==> config.mk <==
export PLATFORM = sky130hd
export DESIGN_NAME = dvrt_cfg
export DESIGN_NICKNAME = d
export VERILOG_FILES = /design/src/design/dvrt_pkg.sv /design/src/design/dvrt_cfg.sv
export SDC_FILE = /design/constraint.sdc
export NUM_CORES = 1
export LEC_CHECK = 0
export BUFFER_PORTS_ARGS = -buffer_cell sky130_fd_sc_hd__buf_4
export CAP_MARGIN = 40
export CORE_ASPECT_RATIO = 2
export CORE_MARGIN = 3
export CORE_UTILIZATION = 38
export CTS_CLUSTER_DIAMETER = 80
export CTS_CLUSTER_SIZE = 10
export DETAILED_ROUTE_END_ITERATION = 8
export GPL_ROUTABILITY_DRIVEN = 0
export GPL_TIMING_DRIVEN = 0
export PLACE_DENSITY = 0.75
export RECOVER_POWER = 25
export SYNTH_ARGS = -nofsm -noshare
export SYNTH_HDL_FRONTEND = slang
export SYNTH_SLANG_ARGS = --single-unit
==> constraint.sdc <==
create_clock -name clk -period 1.2 [get_ports clk]
set_clock_uncertainty 0.1 [all_clocks]
set_input_delay 0.36 -clock clk [delete_from_list [all_inputs] [get_ports clk]]
set_output_delay 0.36 -clock clk [all_outputs]
set_load 0.01 [all_outputs]
==> src/design/dvrt_pkg.sv <==
`timescale 1ns / 1ps
package dvrt_pkg;

  // field widths
  localparam int ADDR_W = 32;
  localparam int COST_W = 16;
  localparam int KIND_W = 3;

  // default table geometry
  localparam int MAX_DESTS_DEF = 16;
  localparam int MAX_HOPS_DEF  = 8;

  // result buffer: at most RES_MAX results per input item
  localparam int RES_MAX = 16;
  localparam int RES_AW  = $clog2(RES_MAX);
  localparam int RES_CW  = $clog2(RES_MAX + 1);

  // configuration register indexes
  localparam logic REG_OWN_ADDR = 1'b0;

  typedef enum logic [1:0] {
    OP_UPDATE = 2'd0,
    OP_REMOVE = 2'd1,
    OP_LOOKUP = 2'd2,
    OP_SENT   = 2'd3
  } op_t;

  typedef enum logic [KIND_W-1:0] {
    K_DONE    = 3'd0,
    K_INSTALL = 3'd1,
    K_DELETE  = 3'd2,
    K_LOOKUP  = 3'd3,
    K_FULL    = 3'd4
  } kind_t;

  // one result as stored in the result buffer
  typedef struct packed {
    logic [KIND_W-1:0] kind;
    logic [ADDR_W-1:0] dest;
    logic [ADDR_W-1:0] hop;
    logic [COST_W-1:0] cost;
    logic              found;
  } res_t;

  // sequencer to result buffer
  typedef struct packed {
    logic push;
    res_t res;
    logic start;
    logic flag;
  } q_ctrl_t;

  // result buffer to sequencer
  typedef struct packed {
    logic busy;
  } q_stat_t;

  typedef enum logic [4:0] {
    ST_IDLE,
    ST_FD_RD,
    ST_FD_CMP,
    ST_CNT_W,
    ST_SC_RD,
    ST_SC_CMP,
    ST_SC_END,
    ST_RM_HDR,
    ST_RM_HDR_W,
    ST_C_RD,
    ST_C_LD,
    ST_C_TST,
    ST_C_CP,
    ST_RM_END,
    ST_MV_HDR_W,
    ST_MV_RD,
    ST_MV_WR,
    ST_FIN,
    ST_DRN
  } state_t;

  typedef enum logic [2:0] {
    PH_UP_OLD,
    PH_UP_NEW,
    PH_RM_OLD,
    PH_RM_NEW,
    PH_LK
  } phase_t;

  typedef enum logic [1:0] {
    Q_FILL,
    Q_RD,
    Q_LD
  } qstate_t;

endpackage

==> src/design/dvrt_cfg.sv <==
`timescale 1ns / 1ps
module dvrt_cfg
  import dvrt_pkg::*;
(
  input  logic        clk,
  input  logic        rst,
  input  logic        psel,
  input  logic        penable,
  input  logic        pwrite,
  input  logic [2:0]  paddr,
  input  logic [31:0] pwdata,
  output logic [31:0] prdata,
  output logic        pready,
  output logic [31:0] own_address
);

  logic wr;

  assign pready = 1'b1;
  assign wr     = psel && penable && pwrite;

  always_ff @(posedge clk) begin
    if (rst) begin
      own_address <= '0;
    end else if (wr && paddr[2] == REG_OWN_ADDR) begin
      own_address <= pwdata;
    end
  end

  // read back
  assign prdata = (paddr[2] == REG_OWN_ADDR) ? own_address : 32'd0;

endmodule

# Word-level counts from Yosys, hierarchy flattened
# Cells that the tools add are included.
op_classes:
  add_sub_neg: 0
  mul: 0
  div_mod_pow: 0
  n_lt_le_gt_ge: 0
  n_eq_ne: 0
  n_shift: 0
  muxes: 1
  bitwise: 1
  reduce_logical: 3
ops:
  columns: ["cell", "count"]
  rows:
  - ["$mux W32", 1]
  - ["$logic_and A1 B1 Y1", 3]
  - ["$not A1 Y1", 1]
word_totals:
  regBits: 32
  latch_bits: 0
  ramBits: 0
  romBits: 0
  in_bits: 40
  output_inout_bits: 65
  word_cells: 6
  mem_count: 0

# Depth between registers and ports, before layout
# Gate-level depths: netlist of run 1.
depth:
  depth_word: 3
  ltp_mapped: 4
  mapped_depth_nobuf: 2

# Worst setup path before layout of run 1
# No wires, ideal clock.
synth_timing:
  path_kind: "in2out"
  start: "input port paddr[2]"
  end: "output port prdata[0]"
  arrival_ns: 0.744
  required_time_ns: 0.740
  setup_slack_ns: -0.004
  stages: 2
  path_buffers: 1
  cell_sequence: "clkbuf_1 -> nor2b_1"
synth_via:
  elab_chain_len: 1
synth_lines:
  columns: ["element", "line_no", "source"]
  rows:
  - ["from (decl)", "dvrt_cfg.sv:10", "input logic [2:0] paddr,"]
  - ["$mux W32", "dvrt_cfg.sv:31", "assign prdata = (paddr[2] == REG_OWN_ADDR) ? own_address : 32'd0;"]
  - ["to (decl)", "dvrt_cfg.sv:12", "output logic [31:0] prdata,"]
# No other way between the ends.

# Final worst setup path of run 1
layout_timing:
  start: "register own_address[14]"
  end: "output port prdata[14]"
layout_via:
  elab_chain_len: 1
layout_lines:
  columns: ["element", "line_no", "source"]
  rows:
  - ["from (decl)", "dvrt_cfg.sv:14", "output logic [31:0] own_address"]
  - ["from (signal assigned)", "dvrt_cfg.sv:26", "own_address <= pwdata;"]
  - ["$mux W32", "dvrt_cfg.sv:31", null]
# No other way between the ends.

==> flow_metrics.tcl, run 1 <==
set metrics [dict create \
    synth_area_um2 1700 \
    grt_pass1_vias 1632 \
    synth_cell_type_count 11 \
    cts_buffers 5 \
    die_w_um 53.3 \
    rsz0062_at_grt "true" \
    ctsHoldBuffers 0 \
    io_buffers 100 \
    syn_avg_cell_area_um2 9.59 \
    setup-tns-final_ps -7170 \
    drt_iter0_markers 17 \
    fin_ws_ps -184 \
    cts_sinks 32 \
    fmax_mhz 723 \
    slowest_delay_ps 350 \
    place_area_um2 2510 \
    antenna_found_initial 0 \
    setup_viol_count_final 61 \
    wirelength_mm 6.09 \
    min_path_type "in2reg" \
    initial_core_util_pct 40.3 \
    place_inst 329 \
    drv_cap 0 \
    cts_tree "yes" \
    timing.final.crit_share_pct 115 \
    cp-start-kind "flip-flop" \
    wl_per_cell_um 15.7 \
    core.rowCount 33 \
    die-area_um2 5350 \
    finalHoldViolations 0 \
    layout.nets 376 \
    slowest_stage "dfxtp_2" \
    cts_buffer_depth 2 \
    fin_crit_ps 1380 \
    yosysWarningCount 0 \
    io-pin-count 105 \
    area_delta_synth_final_pct 110 \
    top_regs "own_address (32)" \
    fillerInstances 247 \
    largest-register "own_address" \
    end_kind "output pin" \
    fp.coreArea_um2 4210 \
    failed_checks "setup timing" \
    critPathTopFamily "flip-flops" \
    path_cells "nor2b_1 -> buf_4" \
    grt_pass1_wl_mm 7.50 \
    dp_hpwl_mm 3.49 \
    drive_gt1_share_pct 67.1 \
    route.detailed.drc 0 \
    cts.clk_slew.worst_paths_ps 70 \
    grt_use_total_pct 18.9 \
    die_height_um 100 \
    stdcell_area_um2 3570 \
    ys_ff_latch 32 \
    synth_nets 217 \
    clk_root_buffer_cell "clkbuf_8" \
    yosys.area.top_type "dfxtp_1" \
    ant_nets 0 \
    critPathMaxFanout 3 \
    grt_overflow 0 \
    first_pass_iters 2 \
    h-tree-depth 2 \
    antennaDiodeCount 0 \
    clk_latency_ps 280 \
    synth_top_area_share_pct 37.8 \
    yosysSeqAreaShare_pct 37.8 \
    via_count 1804 \
    crit_arrival_ps 920 \
    largest_register_ff_count 32 \
    crit_required_ps 740 \
    powerDensity_nw_per_um2 697 \
    syn_inst 177 \
    critPathKind "reg2out" \
    yosys-top-cells-area "dfxtp_1 38%, nand2b_1 24%, mux2i_1 19%" \
    p_leak_nw 1.57 \
    outcome "finished, violations left" \
    avgViaCountPerCell 4.64 \
    ir_worst_vdd_v 0.000811 \
    crit_buf_inv 1 \
    grt_max_degree 11 \
    layout.cells.non_filler 389 \
    slew_viol_final 0 \
]
[worst min-delay path, cell delays in order]
cell and delay, ps:
buf_4 110, nand2b_1 50, mux2i_1 60
[power by group]
| group | switching, mW | internal [mW] |
|---|---|---|
| clock | 0.396 | 0.468 |
| sequential | 0.0229 | 1.09 |
| combinational | 0.187 | 0.327 |
[synthesized netlist by cell type (all sizes together)]
cell,count
nand2b,64
dfxtp,32
mux2i,32
nor2b,30
clkbuf,10
buf,5
and2b,2
and4b,1
conb,1
[routing by layer]
layer / share of wire, % / vias up / routed length [µm] / GRT usage (%)
met5: 0 / - / 0 / 0
met3: 4.3 / 10 / 259 / 4.30
met2: 60 / 61 / 3640 / 35.0
li1: - / 873 / - / -
met4: 2.1 / 0 / 131 / 7.87
met1: 34 / 860 / 2070 / 18.9
[cells in the final DEF (no fill, tap or decap)]
cell / instances
dfxtp_2: 32
clkbuf_8: 7
buf_6: 82
nor2b_4: 21
and2b_2: 2
buf_8: 4
clkbuf_4: 1
buf_12: 2
clkbuf_16: 2
buf_4: 68
clkbuf_2: 5
mux2i_1: 32
conb_1: 1
nand2b_1: 64
nor2b_1: 9
clkbuf_1: 4
and4b_1: 1
[repair_timing]
action,in CTS,in global routing
setup endpoints to repair,64,88
gates resized for setup,82,93
buffers inserted,9,39
cloned,3,1
[layout make-up]
type / instances / area [µm²] / area share (%)
clock buffers: 8 / 90.1 / 2.52
flip-flops and latches: 32 / 681 / 19.1
multi-input cells: 130 / 1100 / 30.7
repair buffers: 152 / 1490 / 41.8
well taps: 52 / 65.1 / 1.82
plain buffers: 15 / 145 / 4.06
[final timing paths]
path,end,startpoint,slack (ps),depth (start not counted)
setup / recovery,prdata[14],own_address[14],-180,2
hold / removal,own_address[21],pwdata[21],240,3
setup reg to reg,own_address[14],own_address[14],270,4
hold reg to reg,own_address[8],own_address[8],390,2
[kinds of logic after synthesis]
| kind of cell | Yosys count | share of synthesized area, % |
|---|---|---|
| and+or+nand+nor | 97 | 36.3 |
| other | 1 | 0.221 |
| muxes | 32 | 18.9 |
| DFF | 32 | 37.8 |
| buffers and inverters | 15 | 6.86 |
[metrics by stage]
step	setup WS [ps]	util (%)	hold slack [ps]	power, mW
6_report	-184	84.8	237	2.49
3_3_place_gp	-397	59.7	371	1.47
2_1_floorplan	-4.44	-	400	1.29
3_5_place_dp	-383	59.7	378	1.47
4_1_cts	-172	69.8	230	2.40
5_1_grt	-209	84.8	238	2.58
Note: power is estimated with default switching activity, not from simulation.
==> run 2: changes to the inputs <==
--- a/config.mk
+++ b/config.mk
@@ -7,7 +7,6 @@
 export LEC_CHECK = 0
 export BUFFER_PORTS_ARGS = -buffer_cell sky130_fd_sc_hd__buf_4
 export CAP_MARGIN = 40
-export CORE_ASPECT_RATIO = 2
 export CORE_MARGIN = 3
 export CORE_UTILIZATION = 38
 export CTS_CLUSTER_DIAMETER = 80
==> run 2 against run 1 <==
Net effect: the flow still finishes with violations (setup timing); critical path type unchanged; core utilization fell by 0.37 points; global-route usage increased by 0.16 points; die area shrank 0.91%; sequential cell count unchanged; count of clock-buffer cells in the layout shrank 1; highest routed layer unchanged; sequential power about the same; via count is 1.2% lower; routed wire length down 1.7%; cell area fell by 2.0%; clock power increased by 4.6%; non-clock buffer count shrank 10.
==> flow_metrics.tcl, run 2 (synthesis gave the netlist of run 1 again) <==
set metrics [dict create \
    fp.coreArea_um2 4140 \
    critPathMaxFanout 2 \
    powerDensity_nw_per_um2 721 \
    path_cells "and2b_2 -> buf_6" \
    failed_checks "setup timing" \
    fin_util_pct 84.4 \
    outcome "finished, violations left" \
    final_cell_mix "79 x buf_6, 64 x nand2b_1, 60 x buf_4" \
    reg2regPathDepth 4 \
    crit_arrival_ps 950 \
    cp-start-kind "flip-flop" \
    die_height_um 72.8 \
    fin_crit_ps 1410 \
    critPathKind "reg2out" \
    setup-tns-final_ps -7760 \
    die-area_um2 5300 \
    layout.cells.non_filler 376 \
    crit_buf_inv 1 \
    r2r_end "own_address[31]" \
    r2r_slack_ps 300 \
    h-tree-depth 2 \
    drv_cap 0 \
    grt_util_met3_pct 6.20 \
    globalRouteMet2Util_pct 31.3 \
    cts_tree "yes" \
    via_count 1783 \
    min_path_type "in2reg" \
    top_regs "own_address (32)" \
    rsz0062_at_grt "true" \
    cts_buffers 5 \
    wirelength_mm 5.99 \
    antenna_found_initial 0 \
    clk_root_buffer_cell "clkbuf_8" \
    layout.nets 366 \
    largest-register "own_address" \
    area_delta_synth_final_pct 106 \
    initial_core_util_pct 40.9 \
    total_power_mw 2.52 \
    avgViaCountPerCell 4.74 \
    fillerInstances 231 \
    first_pass_iters 4 \
    largest_register_ff_count 32 \
    cts_sinks 32 \
    grt_pass1_vias 1660 \
    ant_nets 0 \
    slowest_stage "dfxtp_2" \
    drt_iter0_markers 66 \
    die_w_um 72.8 \
    grt_use_total_pct 19.0 \
    route.detailed.drc 0 \
    end_kind "output pin" \
    grt_most_used_layer "met2" \
    grt_overflow 0 \
    io-pin-count 105 \
    slowest_delay_ps 330 \
    fin_ws_ps -207 \
    hold_depth 3 \
    critPathLaunch "own_address[31]" \
    cts_buffer_depth 2 \
    setup_viol_count_final 73 \
    drive_gt1_share_pct 65.0 \
    crit_path_end "prdata[31]" \
    cts.clk_slew.worst_paths_ps 70 \
    global_route.usage.met1_pct 22.5 \
    fmax_mhz 711 \
    antennaDiodeCount 0 \
    p_leak_nw 1.52 \
    timing.final.crit_share_pct 117 \
    wl_per_cell_um 15.9 \
    cp.depth 2 \
    dp_hpwl_mm 3.17 \
    hold_path_startpoint "pwdata[9]" \
    clk_latency_ps 280 \
    crit_required_ps 740 \
    grt_pass1_wl_mm 7.81 \
    grt_max_degree 11 \
    layout_commonest_cell "buf_6" \
    slew_viol_final 0 \
    r2r_start "own_address[31]" \
    place_inst 327 \
    finalHoldViolations 0 \
    critPathTopFamily "flip-flops" \
    ir_worst_vdd_v 0.000623 \
    io_buffers 100 \
    core.rowCount 23 \
]
## run 2: cell types whose count changed in the layout (fill, tap and decap cells not counted), sizes merged
cell / before / now
buf: 156 / 144
clkbuf: 19 / 20
## run 2: worst min path at each step
| stage | endpoint | slack [ps] |
|---|---|---|
| global placement | own_address[3] | 370 |
| CTS | own_address[9] | 230 |
| floorplan | own_address[0] | 400 |
| detailed placement | own_address[8] | 370 |
| finish | own_address[9] | 230 |
| global route | own_address[9] | 220 |
## run 2: stage by stage
step,worst slack [ps],hold slack [ps],instance area [µm²]
floorplan,-4.44,400,1700
CTS,-178,229,2970
detailed placement,-438,373,2510
finish,-207,229,3500
global placement,-414,370,2510
global route,-231,224,3500
## run 2: tightest hold or removal path, delay by kind of cell
kind                   cells  cell delay, ps
AND/OR/NAND/NOR            1              50
buffers and inverters      1             110
multiplexers               1              60
## run 2: timing repair
item	4_1_cts	5_1_grt
setup buffers	7	31
resized for setup	85	79
cloned	3	1
hold buffers	0	0
endpoints found under the setup margin	64	96
endpoints found under the hold margin	0	0
## run 2: area by class of cell
type	count	area (µm²)	area share (%)
sequential	32	681	19.5
clock buffer	7	96.3	2.75
multi-input combinational	130	1080	30.9
buffer	15	168	4.79
timing repair buffer	142	1410	40.3
tap	50	62.6	1.79
## run 2: metal layers
| layer | wire [µm] | vias up | share of wire (%) |
|---|---|---|---|
| li1 | - | 849 | - |
| met1 | 2150 | 848 | 36 |
| met2 | 3280 | 73 | 55 |
| met3 | 397 | 13 | 6.6 |
| met4 | 164 | 0 | 2.7 |
| met5 | 0 | - | 0 |
## run 2: power by group
group	total, mW	internal, mW	switching [mW]	leakage (nW)
clock network	0.904	0.510	0.394	0.0503
logic	0.508	0.322	0.187	1.20
registers	1.11	1.09	0.0216	0.275
