[src/design/dvrt_pkg.sv]
`timescale 1ns / 1ps
package dvrt_pkg;

  // field widths
  localparam int ADDR_W = 32;
  localparam int COST_W = 16;
  localparam int KIND_W = 3;

  // default table geometry
  localparam int MAX_DESTS_DEF = 16;
  localparam int MAX_HOPS_DEF  = 8;

  // result buffer: at most RES_MAX results per input item
  localparam int RES_MAX = 16;
  localparam int RES_AW  = $clog2(RES_MAX);
  localparam int RES_CW  = $clog2(RES_MAX + 1);

  // configuration register indexes
  localparam logic REG_OWN_ADDR = 1'b0;

  typedef enum logic [1:0] {
    OP_UPDATE = 2'd0,
    OP_REMOVE = 2'd1,
    OP_LOOKUP = 2'd2,
    OP_SENT   = 2'd3
  } op_t;

  typedef enum logic [KIND_W-1:0] {
    K_DONE    = 3'd0,
    K_INSTALL = 3'd1,
    K_DELETE  = 3'd2,
    K_LOOKUP  = 3'd3,
    K_FULL    = 3'd4
  } kind_t;

  // one result as stored in the result buffer
  typedef struct packed {
    logic [KIND_W-1:0] kind;
    logic [ADDR_W-1:0] dest;
    logic [ADDR_W-1:0] hop;
    logic [COST_W-1:0] cost;
    logic              found;
  } res_t;

  // sequencer to result buffer
  typedef struct packed {
    logic push;
    res_t res;
    logic start;
    logic flag;
  } q_ctrl_t;

  // result buffer to sequencer
  typedef struct packed {
    logic busy;
  } q_stat_t;

  typedef enum logic [4:0] {
    ST_IDLE,
    ST_FD_RD,
    ST_FD_CMP,
    ST_CNT_W,
    ST_SC_RD,
    ST_SC_CMP,
    ST_SC_END,
    ST_RM_HDR,
    ST_RM_HDR_W,
    ST_C_RD,
    ST_C_LD,
    ST_C_TST,
    ST_C_CP,
    ST_RM_END,
    ST_MV_HDR_W,
    ST_MV_RD,
    ST_MV_WR,
    ST_FIN,
    ST_DRN
  } state_t;

  typedef enum logic [2:0] {
    PH_UP_OLD,
    PH_UP_NEW,
    PH_RM_OLD,
    PH_RM_NEW,
    PH_LK
  } phase_t;

  typedef enum logic [1:0] {
    Q_FILL,
    Q_RD,
    Q_LD
  } qstate_t;

endpackage

[src/design/dvrt_if.sv]


// result channel
interface dvrt_out_if;
  logic        valid;
  logic        ready;
  logic [2:0]  kind;
  logic [31:0] out_dest;
  logic [31:0] best_hop;
  logic [15:0] best_cost;
  logic        found;
  logic        vector_changed;
  logic        last;

  modport source (output valid, kind, out_dest, best_hop, best_cost, found, vector_changed,
                  last, input ready);
  modport sink   (input valid, kind, out_dest, best_hop, best_cost, found, vector_changed,
                  last, output ready);
endinterface

[src/design/dvrt_resq.sv]
`timescale 1ns / 1ps
module dvrt_resq
  import dvrt_pkg::*;
(
  input  logic    clk,
  input  logic    rst,
  input  q_ctrl_t ctl,
  output q_stat_t stat,
  dvrt_out_if.source out_ch
);

  res_t              mem [RES_MAX];
  res_t              rdata;
  logic [RES_CW-1:0] wcnt;
  logic [RES_CW-1:0] k;
  logic              flag_r;
  qstate_t           qst;
  logic              oload;
  logic              olast;

  assign stat.busy = (qst != Q_FILL);
  assign olast     = (k + RES_CW'(1)) == wcnt;
  assign oload     = (qst == Q_LD) && (!out_ch.valid || out_ch.ready);

  // buffer storage, registered read
  always_ff @(posedge clk) begin
    if (ctl.push && wcnt < RES_CW'(RES_MAX)) begin
      mem[wcnt[RES_AW-1:0]] <= ctl.res;
    end
    rdata <= mem[k[RES_AW-1:0]];
  end

  // fill count and drain sequencing
  always_ff @(posedge clk) begin
    if (rst) begin
      qst  <= Q_FILL;
      wcnt <= '0;
      k    <= '0;
    end else begin
      case (qst)
        Q_FILL: begin
          if (ctl.push && wcnt < RES_CW'(RES_MAX)) begin
            wcnt <= wcnt + RES_CW'(1);
          end
          if (ctl.start) begin
            k   <= '0;
            qst <= Q_RD;
          end
        end
        Q_RD: qst <= Q_LD;
        Q_LD: begin
          if (oload) begin
            if (olast) begin
              wcnt <= '0;
              qst  <= Q_FILL;
            end else begin
              k   <= k + RES_CW'(1);
              qst <= Q_RD;
            end
          end
        end
        default: qst <= Q_FILL;
      endcase
    end
  end

  always_ff @(posedge clk) begin
    if (ctl.start) begin
      flag_r <= ctl.flag;
    end
  end

  // output register
  always_ff @(posedge clk) begin
    if (rst) begin
      out_ch.valid <= 1'b0;
    end else if (oload) begin
      out_ch.valid <= 1'b1;
    end else if (out_ch.ready) begin
      out_ch.valid <= 1'b0;
    end
  end

  always_ff @(posedge clk) begin
    if (oload) begin
      out_ch.kind           <= rdata.kind;
      out_ch.out_dest       <= rdata.dest;
      out_ch.best_hop       <= rdata.hop;
      out_ch.best_cost      <= rdata.cost;
      out_ch.found          <= rdata.found;
      out_ch.vector_changed <= flag_r;
      out_ch.last           <= olast;
    end
  end

endmodule

[src/flat_wrapper.sv]
// flat-port wrapper written by rule: the top's interface ports become plain ports
module dvrt_resq_flat import dvrt_pkg::*;
  (clk, rst, ctl, stat, out_ch_valid, out_ch_kind, out_ch_out_dest, out_ch_best_hop, out_ch_best_cost, out_ch_found, out_ch_vector_changed, out_ch_last, out_ch_ready);
  dvrt_out_if out_ch_i ();
  input  logic clk;
  input  logic rst;
  input  q_ctrl_t ctl;
  output q_stat_t stat;
  output wire logic [$bits(out_ch_i.valid)-1:0] out_ch_valid;
  output wire logic [$bits(out_ch_i.kind)-1:0] out_ch_kind;
  output wire logic [$bits(out_ch_i.out_dest)-1:0] out_ch_out_dest;
  output wire logic [$bits(out_ch_i.best_hop)-1:0] out_ch_best_hop;
  output wire logic [$bits(out_ch_i.best_cost)-1:0] out_ch_best_cost;
  output wire logic [$bits(out_ch_i.found)-1:0] out_ch_found;
  output wire logic [$bits(out_ch_i.vector_changed)-1:0] out_ch_vector_changed;
  output wire logic [$bits(out_ch_i.last)-1:0] out_ch_last;
  input wire logic [$bits(out_ch_i.ready)-1:0] out_ch_ready;
  assign out_ch_valid = out_ch_i.valid;
  assign out_ch_kind = out_ch_i.kind;
  assign out_ch_out_dest = out_ch_i.out_dest;
  assign out_ch_best_hop = out_ch_i.best_hop;
  assign out_ch_best_cost = out_ch_i.best_cost;
  assign out_ch_found = out_ch_i.found;
  assign out_ch_vector_changed = out_ch_i.vector_changed;
  assign out_ch_last = out_ch_i.last;
  assign out_ch_i.ready = out_ch_ready;
  dvrt_resq u_core (.clk(clk), .rst(rst), .ctl(ctl), .stat(stat), .out_ch(out_ch_i));
endmodule
[config.mk]
export PLATFORM = sky130hd
export DESIGN_NAME = dvrt_resq_flat
export DESIGN_NICKNAME = d
export VERILOG_FILES = /design/src/design/dvrt_pkg.sv /design/src/design/dvrt_if.sv /design/src/design/dvrt_resq.sv /design/src/flat_wrapper.sv
export SDC_FILE = /design/constraint.sdc
export NUM_CORES = 1
export LEC_CHECK = 0
export BUFFER_PORTS_ARGS = -buffer_cell sky130_fd_sc_hd__clkbuf_2
export CAP_MARGIN = 40
export CORE_ASPECT_RATIO = 0.75
export CORE_MARGIN = 2
export CORE_UTILIZATION = 47
export CTS_CLUSTER_DIAMETER = 60
export DETAILED_ROUTE_END_ITERATION = 7
export PLACE_DENSITY_LB_ADDON = 0.2
export SYNTH_ARGS = -nofsm -noshare
export SYNTH_HDL_FRONTEND = slang
export SYNTH_SLANG_ARGS = --single-unit
[constraint.sdc]
create_clock -name clk -period 12.7 [get_ports clk]
set_input_delay 0 -clock clk [delete_from_list [all_inputs] [get_ports clk]]
set_output_delay 0 -clock clk [all_outputs]
set_load 0.05 [all_outputs]
======== After elaboration in Yosys (flattened, before gate mapping) ========
Memories as Yosys holds them, arrays and structs flattened. A register that Yosys moved wholly into a read port is not among the register bits.
Cells that the tools add are included.
word-level totals
  word-level logic and storage cells ...... 51
  bits in read-only memories .............. 0
  register bits ........................... 100
  RAM bits ................................ 1344
  input port bits ......................... 90
  memories ................................ 1
  bits in latches ......................... 0
cells by class
  reduce and logical (&&, ||, !) cells .... 11
  $add $sub $neg .......................... 2
  shift-type cells ........................ 0
  divide/modulo/power cells ............... 0
  magnitude comparators ................... 1
  bitwise gates (word level) .............. 0
  multiply operators ...................... 0
  muxes and demuxes ....................... 16
  equal/unequal tests ..................... 8
memory list
  name        words  bits a word  read ports  clocked after Yosys merged registers in  write ports  line             source
  u_core.mem  16     84           1           1                                        1            dvrt_resq.sv:12  res_t mem [RES_MAX];
operator list
  kind                   count
  $mux W5                6
  $pmux W5 S2            2
  $add A5 B1 Y5 const B  2
  $reduce_and A4 Y1      2
  $ne A2 B1 Y1 const B   3
  $pmux W2 S3            1
  $reduce_bool A2 Y1     3
  $eq A5 B5 Y1           1
  $lt A5 B5 Y1 const B   1
  $mux W1                5
  $mux W2                2
  $ne A2 B2 Y1 const B   2
  $eq A2 B1 Y1 const B   1
  $eq A2 B2 Y1 const B   1
  $logic_and A1 B1 Y1    2
  $logic_not A2 Y1       1
  $reduce_and A2 Y1      1
  $logic_not A1 Y1       1
  $logic_or A1 B1 Y1     1

======== Depth between registers and ports, before layout ========
Gate-level depths: netlist (run 1).
  depth in word-level cells ............... 5
  gate-level depth with buffers ........... 7

======== Least setup slack after synthesis (run 1) ========
Ideal clock, no wire load.
  kind .................................... register to register
  start ................................... register u_core.qst[1]
  end ..................................... register u_core.k[2]
  cell stages (with the launch flop) ...... 7
  library setup time ...................... 60 ps
  period minus slack after synthesis ...... 5024 ps
  buffers on the path ..................... 2
  arrival ................................. 4964 ps
  required time ........................... 12640 ps
  slack ................................... 7676 ps
  path through ............................ dfxtp_1 -> clkbuf_1 -> nand2b_1 -> clkbuf_1 -> nor2_1 -> nor4b_1 -> a32o_1
between the ends
  longest elaborated chain between the ends .. 4
RTL lines
  what                                line             source
  start, declared                     dvrt_resq.sv:17  qstate_t qst;
  start signal, assigned              dvrt_resq.sv:36  qst <= Q_FILL;
  start signal, assigned              dvrt_resq.sv:47  qst <= Q_RD;
  start signal, assigned              dvrt_resq.sv:50  Q_RD: qst <= Q_LD;
  $eq A2 B2 Y1                        dvrt_resq.sv:23  assign oload = (qst == Q_LD) && (!out_ch.valid || out_ch.ready);
  $logic_and A1 B1 Y1                 dvrt_resq.sv:23
  named net u_core.oload              dvrt_resq.sv:18  logic oload;
  $ne A2 B1 Y1 (no source line)       --
  $reduce_and A4 Y1 (no source line)  --
  end signal, assigned                dvrt_resq.sv:57  k <= k + RES_CW'(1);
  end, declared                       dvrt_resq.sv:15  logic [RES_CW-1:0] k;
The timed path passes the listed nets, and every way through them passes these cells.
A chain may end at the register's enable or synchronous reset.

==> flow_metrics.py, run 1 <==
metrics = {
    "outcome": {
        "status": "complete, no violations",
    },
    "sta": {
        "whs_ns": 0.1772,
        "rsz0062_at_grt": "no",
        "postLayoutSetupSlackWorst_ns": 8.341,
        "fmax_mhz": 229.4,
        "fin_skew_ns": 0.01763,
        "slew_violations": 0,
        "worst_pin_slew_ns": 1.221,
        "hold_violations": 0,
        "finalSetupViolCount": 0,
        "finalCritPeriodShare": 0.3432,
        "fin_crit_ns": 4.359,
        "relSlewSlack": 0.1858,
        "finalSetupTns_ns": 0,
    },
    "critical_path": {
        "crit_path_start": "u_core.k[0]$_SDFFE_PP0P_",
        "crit_fanout": 117,
        "path_buf_inv": 3,
        "crit_chain": "buf_12 -> buf_4 -> buf_4 -> mux4_2 -> mux4_2",
        "crit_type": "reg -> reg",
        "cp-end-kind": "register",
        "cp_top_family": "buffers and inverters",
        "crit_slowest_cell": "buf_12",
        "cpPeakStageDelay_ns": 0.78,
        "reg2reg_from": "u_core.k[0]$_SDFFE_PP0P_",
        "reg2regPathDepth": 5,
        "cp.depth": 5,
        "critPathArrivalTime_ns": 4.98,
        "cp-start-kind": "register",
        "cp.required_ns": 13.32,
    },
    "die": {
        "die_h_um": 302.0,
        "die_w_um": 401.3,
        "start_util": 0.4728,
        "die-area_um2": 121200,
        "ios": 178,
        "core_area_um2": 117700,
        "placementRows": 109,
    },
    "place": {
        "dp_hpwl_um": 63490,
        "place_inst": 3857,
        "gp_congestion": 0.7073,
        "port_buffers": 177,
        "place_ws_ns": 8.127,
    },
    "worst_hold_path": {
        "hold-path-cell-count": 3,
        "hold_class": "in -> reg",
        "worstHoldStart": "rst",
    },
    "synthesis": {
        "synthArstFlopShare": 0,
        "synth_enable_flop_cells": 1431,
        "syn_nets": 2257,
        "synth.avg_cell_area_um2": 25.74,
        "ys_seq_area_frac": 0.8070,
        "synth-main-ff-cell": "edfxtp_1",
        "yosysWarnings": 0,
        "synth_seq_cells": 1528,
        "synth_area_um2": 55650,
        "netlist_instances": 2162,
        "synth.distinct_cells": 43,
    },
    "final_layout": {
        "drive_gt1_frac": 0.3422,
        "final_cells": 4227,
        "final_cell_mix": "edfxtp_1 (1431), mux4_2 (419), clkbuf_2 (177)",
        "nFillCells": 8518,
        "finish.utilization": 0.5507,
        "final_net_count": 2640,
        "regArea_um2": 44930,
        "mostFrequentLayoutCell": "edfxtp_1",
        "area_growth_pct": 16.46,
        "multi_input_area_um2": 10200,
    },
    "pwr": {
        "pwr-share-seq": 0.545,
        "combPwrFrac": 0.030,
        "leakage_nw": 20.17,
        "swShare": 0.2006,
        "p_clk_frac": 0.425,
        "ir_worst_vdd_mv": 0.1359,
        "switching_power_mw": 2.069,
        "p_per_area_nw_per_um2": 159.2,
        "intPower_mw": 8.247,
    },
    "global_route": {
        "gr-total-overflow": 0,
        "grt_max_degree": 155,
        "grt_pass1_vias": 25860,
        "use_met3": 0.03738,
        "track_usage": 0.2051,
        "gr-usage-met1": 0.2961,
        "top_usage_layer": "met2",
        "antenna_found_initial": 10,
        "globalRouteMet2Util": 0.3285,
        "grt_pass1_wl_um": 179100,
    },
    "clocking": {
        "cts_root_buf": "clkbuf_16",
        "cts_resized": 0,
        "cts_tree": "built",
        "cts_buffer_depth": 3,
        "clkTransAtPathRegs_ns": 0.06,
        "cts_made_buffers": 148,
        "h-tree-depth": 4,
        "cts.sinks": 1528,
        "clock_latency_ns": 0.76,
    },
    "drt": {
        "drtPass1Iterations": 5,
        "drt_wl_total_um": 121900,
        "drt-initial-drc-count": 2655,
        "via_count": 24515,
        "wl_per_cell_um": 28.83,
        "drc": 0,
        "ant_nets": 0,
        "viasPerCell": 5.800,
    },
    "flow_run": {
        "cap_violations": 0,
    },
}
## worst register-to-register path, delay by kind of cell, from the launching register on
kind / cells / cell delay [ns]
buffers and inverters: 3 / 2.42
flip-flops: 1 / 0.69
multiplexers: 2 / 1.13
## final cells by class
cell class | count | share of cell area
antenna | 2 | 0.00007722
clock buffer | 189 | 0.06193
clock inverter | 87 | 0.01303
inverter | 5 | 0.0002896
multi-input combinational | 526 | 0.1574
sequential | 1528 | 0.6932
tap | 1554 | 0.03000
timing repair buffer | 336 | 0.04405
## routing by layer
| layer | vias to the layer above | share of wire |
|---|---|---|
| li1 | 10144 | - |
| met1 | 13410 | 0.43 |
| met2 | 774 | 0.49 |
| met3 | 171 | 0.056 |
| met4 | 16 | 0.017 |
| met5 | - | 0.00085 |
## sequential cells by signal (all words and copies together) (netlist names)
name                          flops
u_core.mem                     1344
u_core.rdata                     84
u_core.out_ch.best_hop           32
u_core.out_ch.out_dest           32
u_core.out_ch.best_cost          16
u_core.k                          5
u_core.wcnt                       5
u_core.out_ch.kind                3
u_core.qst                        2
u_core.flag_r                     1
u_core.out_ch.found               1
u_core.out_ch.last                1
u_core.out_ch.valid               1
u_core.out_ch.vector_changed      1
## per-stage QoR
step	power, mW	instance area [um^2]
floorplan	5.877	55650
global placement	5.995	58290
detailed placement	6.017	59030
CTS	10.41	64810
global route	10.63	64810
finish	10.32	64810
## what timing repair did
action,4_1_cts,5_1_grt
endpoints found under the hold margin,1367,0
setup buffers,0,0
hold buffers,92,0
## final timing paths
check,end,slack [ns]
max,u_core.rdata[11]$_DFF_P_,8.34
min,u_core.wcnt[2]$_SDFFE_PP0P_,0.18
max reg2reg,u_core.rdata[11]$_DFF_P_,8.34
min reg2reg,u_core.out_ch.out_dest[5]$_DFFE_PP_,0.39
## cell families after synthesis
group / share of synthesized area
AO/OA/AOI/OAI: 0.003508
XOR/XNOR: 0.001394
adder cells (fa/ha/maj): 0.001124
buffers and inverters: 0.01045
flip-flops: 0.8070
multiplexers: 0.1699
AND/OR/NAND/NOR: 0.006543
## power groups by stage
stage          clock network (mW)  registers (mW)  logic (mW)
4_1_cts                      4.48            5.62       0.317
6_report                     4.39            5.62       0.311
2_1_floorplan                   0            5.75       0.126
3_3_place_gp                    0            5.73       0.269
5_1_grt                      4.67            5.62       0.336
3_5_place_dp                    0            5.73       0.290
## synthesized netlist by cell type (2+ instances only)
cell type | count | share of area
nand2b_1 | 3 | 0.00034
xnor2_1 | 6 | 0.00094
nor2b_1 | 5 | 0.00056
buf_4 | 31 | 0.0042
and2_1 | 18 | 0.0020
and4_1 | 3 | 0.00047
a21oi_1 | 8 | 0.00072
nor3b_1 | 2 | 0.00027
nor4b_1 | 2 | 0.00031
nand3_1 | 5 | 0.00045
dfxtp_1 | 97 | 0.035
nand2_1 | 4 | 0.00027
buf_2 | 12 | 0.0011
a211oi_1 | 2 | 0.00027
inv_1 | 5 | 0.00034
ha_1 | 5 | 0.0011
buf_1 | 12 | 0.00081
nor2_1 | 7 | 0.00047
nor3_1 | 7 | 0.00063
nor4_1 | 2 | 0.00022
mux4_2 | 419 | 0.17
o21ai_0 | 8 | 0.00072
edfxtp_1 | 1431 | 0.77
a311o_1 | 2 | 0.00036
buf_6 | 6 | 0.0012
clkbuf_1 | 42 | 0.0028
a21o_1 | 2 | 0.00027
Note: power is estimated with default switching activity, not from simulation.
==> run 2, diff against run 1 <==
clock period = 3.5 ns   (was 12.7 ns; I/O delays follow)
==> run 2 against run 1 <==
  * Sequential share of layout area shrank 0.21 points
  * Highest routed layer unchanged
  * Hold slack lost 0.0078 ns
  * Non-clock buffer count is the same
  * Count of clock-buffer cells in the layout is the same
  * Largest power group unchanged
  * Clock power grew to 3.7 times the previous value
  * Cell count shrank 0.12%
  * Critical path depth grew 2
==> flow_metrics.py, run 2 (same netlist as run 1, synthesis figures left out) <==
metrics = {
    "outcome": {
        "status": "complete, no violations",
    },
    "clocking": {
        "cts_made_buffers": 147,
        "cts.sinks": 1528,
        "clock_latency_ns": 0.77,
        "cts_resized": 0,
        "cts_buffer_depth": 3,
        "h-tree-depth": 4,
        "clkTransAtPathRegs_ns": 0.06,
        "cts_root_buf": "clkbuf_16",
        "cts_tree": "built",
    },
    "sta": {
        "finalSetupTns_ns": 0,
        "finalSetupViolCount": 0,
        "fin_skew_ns": 0.02995,
        "rsz0062_at_grt": "no",
        "hold_violations": 0,
        "relSlewSlack": 0.4497,
        "fmax_mhz": 343.9,
        "finalCritPeriodShare": 0.8307,
        "fin_crit_ns": 2.908,
        "postLayoutSetupSlackWorst_ns": 0.5924,
        "slew_violations": 0,
        "worst_pin_slew_ns": 0.8254,
    },
    "global_route": {
        "track_usage": 0.2001,
        "grt_pass1_vias": 25242,
        "grt_max_degree": 86,
        "grt_pass1_wl_um": 173900,
        "gr-total-overflow": 0,
        "antenna_found_initial": 10,
    },
    "critical_path": {
        "crit_type": "reg -> reg",
        "critPathArrivalTime_ns": 3.61,
        "cp-start-kind": "register",
        "cp-end-kind": "register",
        "reg2regPathDepth": 7,
        "ff2ff_setup_slack_ns": 0.59,
        "cp.required_ns": 4.20,
        "crit_fanout": 34,
    },
    "die": {
        "die-area_um2": 121200,
        "placementRows": 109,
        "die_w_um": 401.3,
        "die_h_um": 302.0,
        "start_util": 0.4728,
        "core_area_um2": 117700,
        "ios": 178,
    },
    "drt": {
        "via_count": 24302,
        "drc": 0,
        "drt-initial-drc-count": 2580,
        "wl_per_cell_um": 28.18,
        "drtPass1Iterations": 7,
        "drt_wl_total_um": 119000,
        "ant_nets": 0,
        "viasPerCell": 5.756,
    },
    "worst_hold_path": {
        "hold_class": "in -> reg",
        "hold-path-cell-count": 3,
    },
    "final_layout": {
        "nFillCells": 8617,
        "area_growth_pct": 16.83,
        "final_net_count": 2639,
        "largest_reg_flops": 1344,
        "mostFrequentLayoutCell": "edfxtp_1",
        "multi_input_area_um2": 10200,
        "final_cells": 4222,
        "drive_gt1_frac": 0.3415,
        "regArea_um2": 44930,
        "antenna_cells": 0,
        "final_cell_mix": "edfxtp_1 (1431), mux4_2 (419), clkbuf_2 (177)",
    },
    "place": {
        "place_inst": 3856,
        "gp_congestion": 0.7299,
        "dp_hpwl_um": 60620,
        "port_buffers": 177,
        "place_ws_ns": 0.8553,
    },
    "pwr": {
        "p_per_area_nw_per_um2": 580.9,
        "ir_worst_vdd_mv": 0.4982,
        "leakage_nw": 20.20,
    },
    "flow_run": {
        "cap_violations": 0,
    },
}
## run 2: cell types whose count changed in the layout (fill, tap and decap cells not counted), moves of 2 or more
cell / previous run / this run
buf_12: 10 / 47
buf_16: 21 / 1
buf_4: 36 / 18
clkinv_2: 40 / 29
clkbuf_8: 5 / 11
bufinv_16: 14 / 19
clkbuf_1: 31 / 27
clkinv_1: 18 / 21
clkinv_8: 1 / 4
inv_6: 8 / 5
clkbuf_16: 153 / 151
diode_2: 2 / 0
inv_8: 0 / 2
## run 2: cell type report
type / count / share of cell area
clock buffer: 189 / 0.06201
clock inverter: 84 / 0.01490
inverter: 5 / 0.0002887
multi-input combinational: 526 / 0.1570
sequential: 1528 / 0.6910
tap: 1554 / 0.02991
timing repair buffer: 336 / 0.04492
## run 2: per-stage QoR
| step | power, mW | instance area (um^2) | hold WS (ns) | utilization |
|---|---|---|---|---|
| floorplan | 21.32 | 55660 | 0.09887 | - |
| global route | 38.99 | 65020 | 0.1670 | 0.5524 |
| finish | 37.77 | 65020 | 0.1694 | 0.5524 |
| CTS | 38.16 | 65020 | 0.09987 | 0.5524 |
| global placement | 21.79 | 59060 | 0.1785 | 0.5018 |
| detailed placement | 21.83 | 59090 | 0.1854 | 0.5020 |
## run 2: metal layers
metal,track usage,up-vias,part of all wire
li1,-,10139,-
met1,0.2961,13238,0.44
met3,0.03558,161,0.059
met5,0,-,0.00087
met4,0.05508,16,0.018
met2,0.3117,748,0.48
## run 2: path summary, 6_finish.rpt
path,to,start
worst max-delay path,u_core.wcnt[1]$_SDFFE_PP0P_,u_core.k[0]$_SDFFE_PP0P_
worst min-delay path,u_core.wcnt[3]$_SDFFE_PP0P_,rst
worst max register to register,u_core.wcnt[1]$_SDFFE_PP0P_,u_core.k[0]$_SDFFE_PP0P_
worst min register to register,u_core.out_ch.best_hop[7]$_DFFE_PP_,u_core.rdata[24]$_DFF_P_
## run 2: repair_timing
item	in CTS	in global routing
hold buffers	93	0
buffers inserted	0	0
endpoints found under the hold margin	1359	0
## run 2: critical path, stage by stage (launching register included)
cell,delay (ns)
dfxtp_4,0.81
ha_1,0.35
nand3_1,0.16
xnor2_1,0.22
a41oi_1,0.46
o21ai_0,0.16
a21oi_1,0.15
dlygate4sd3_1,0.55
## run 2: where the power goes
part	internal [mW]	switching (mW)	total (mW)
sequential	20.3	0.106	20.4
combinational	0.433	0.690	1.12
clock	9.59	6.66	16.2
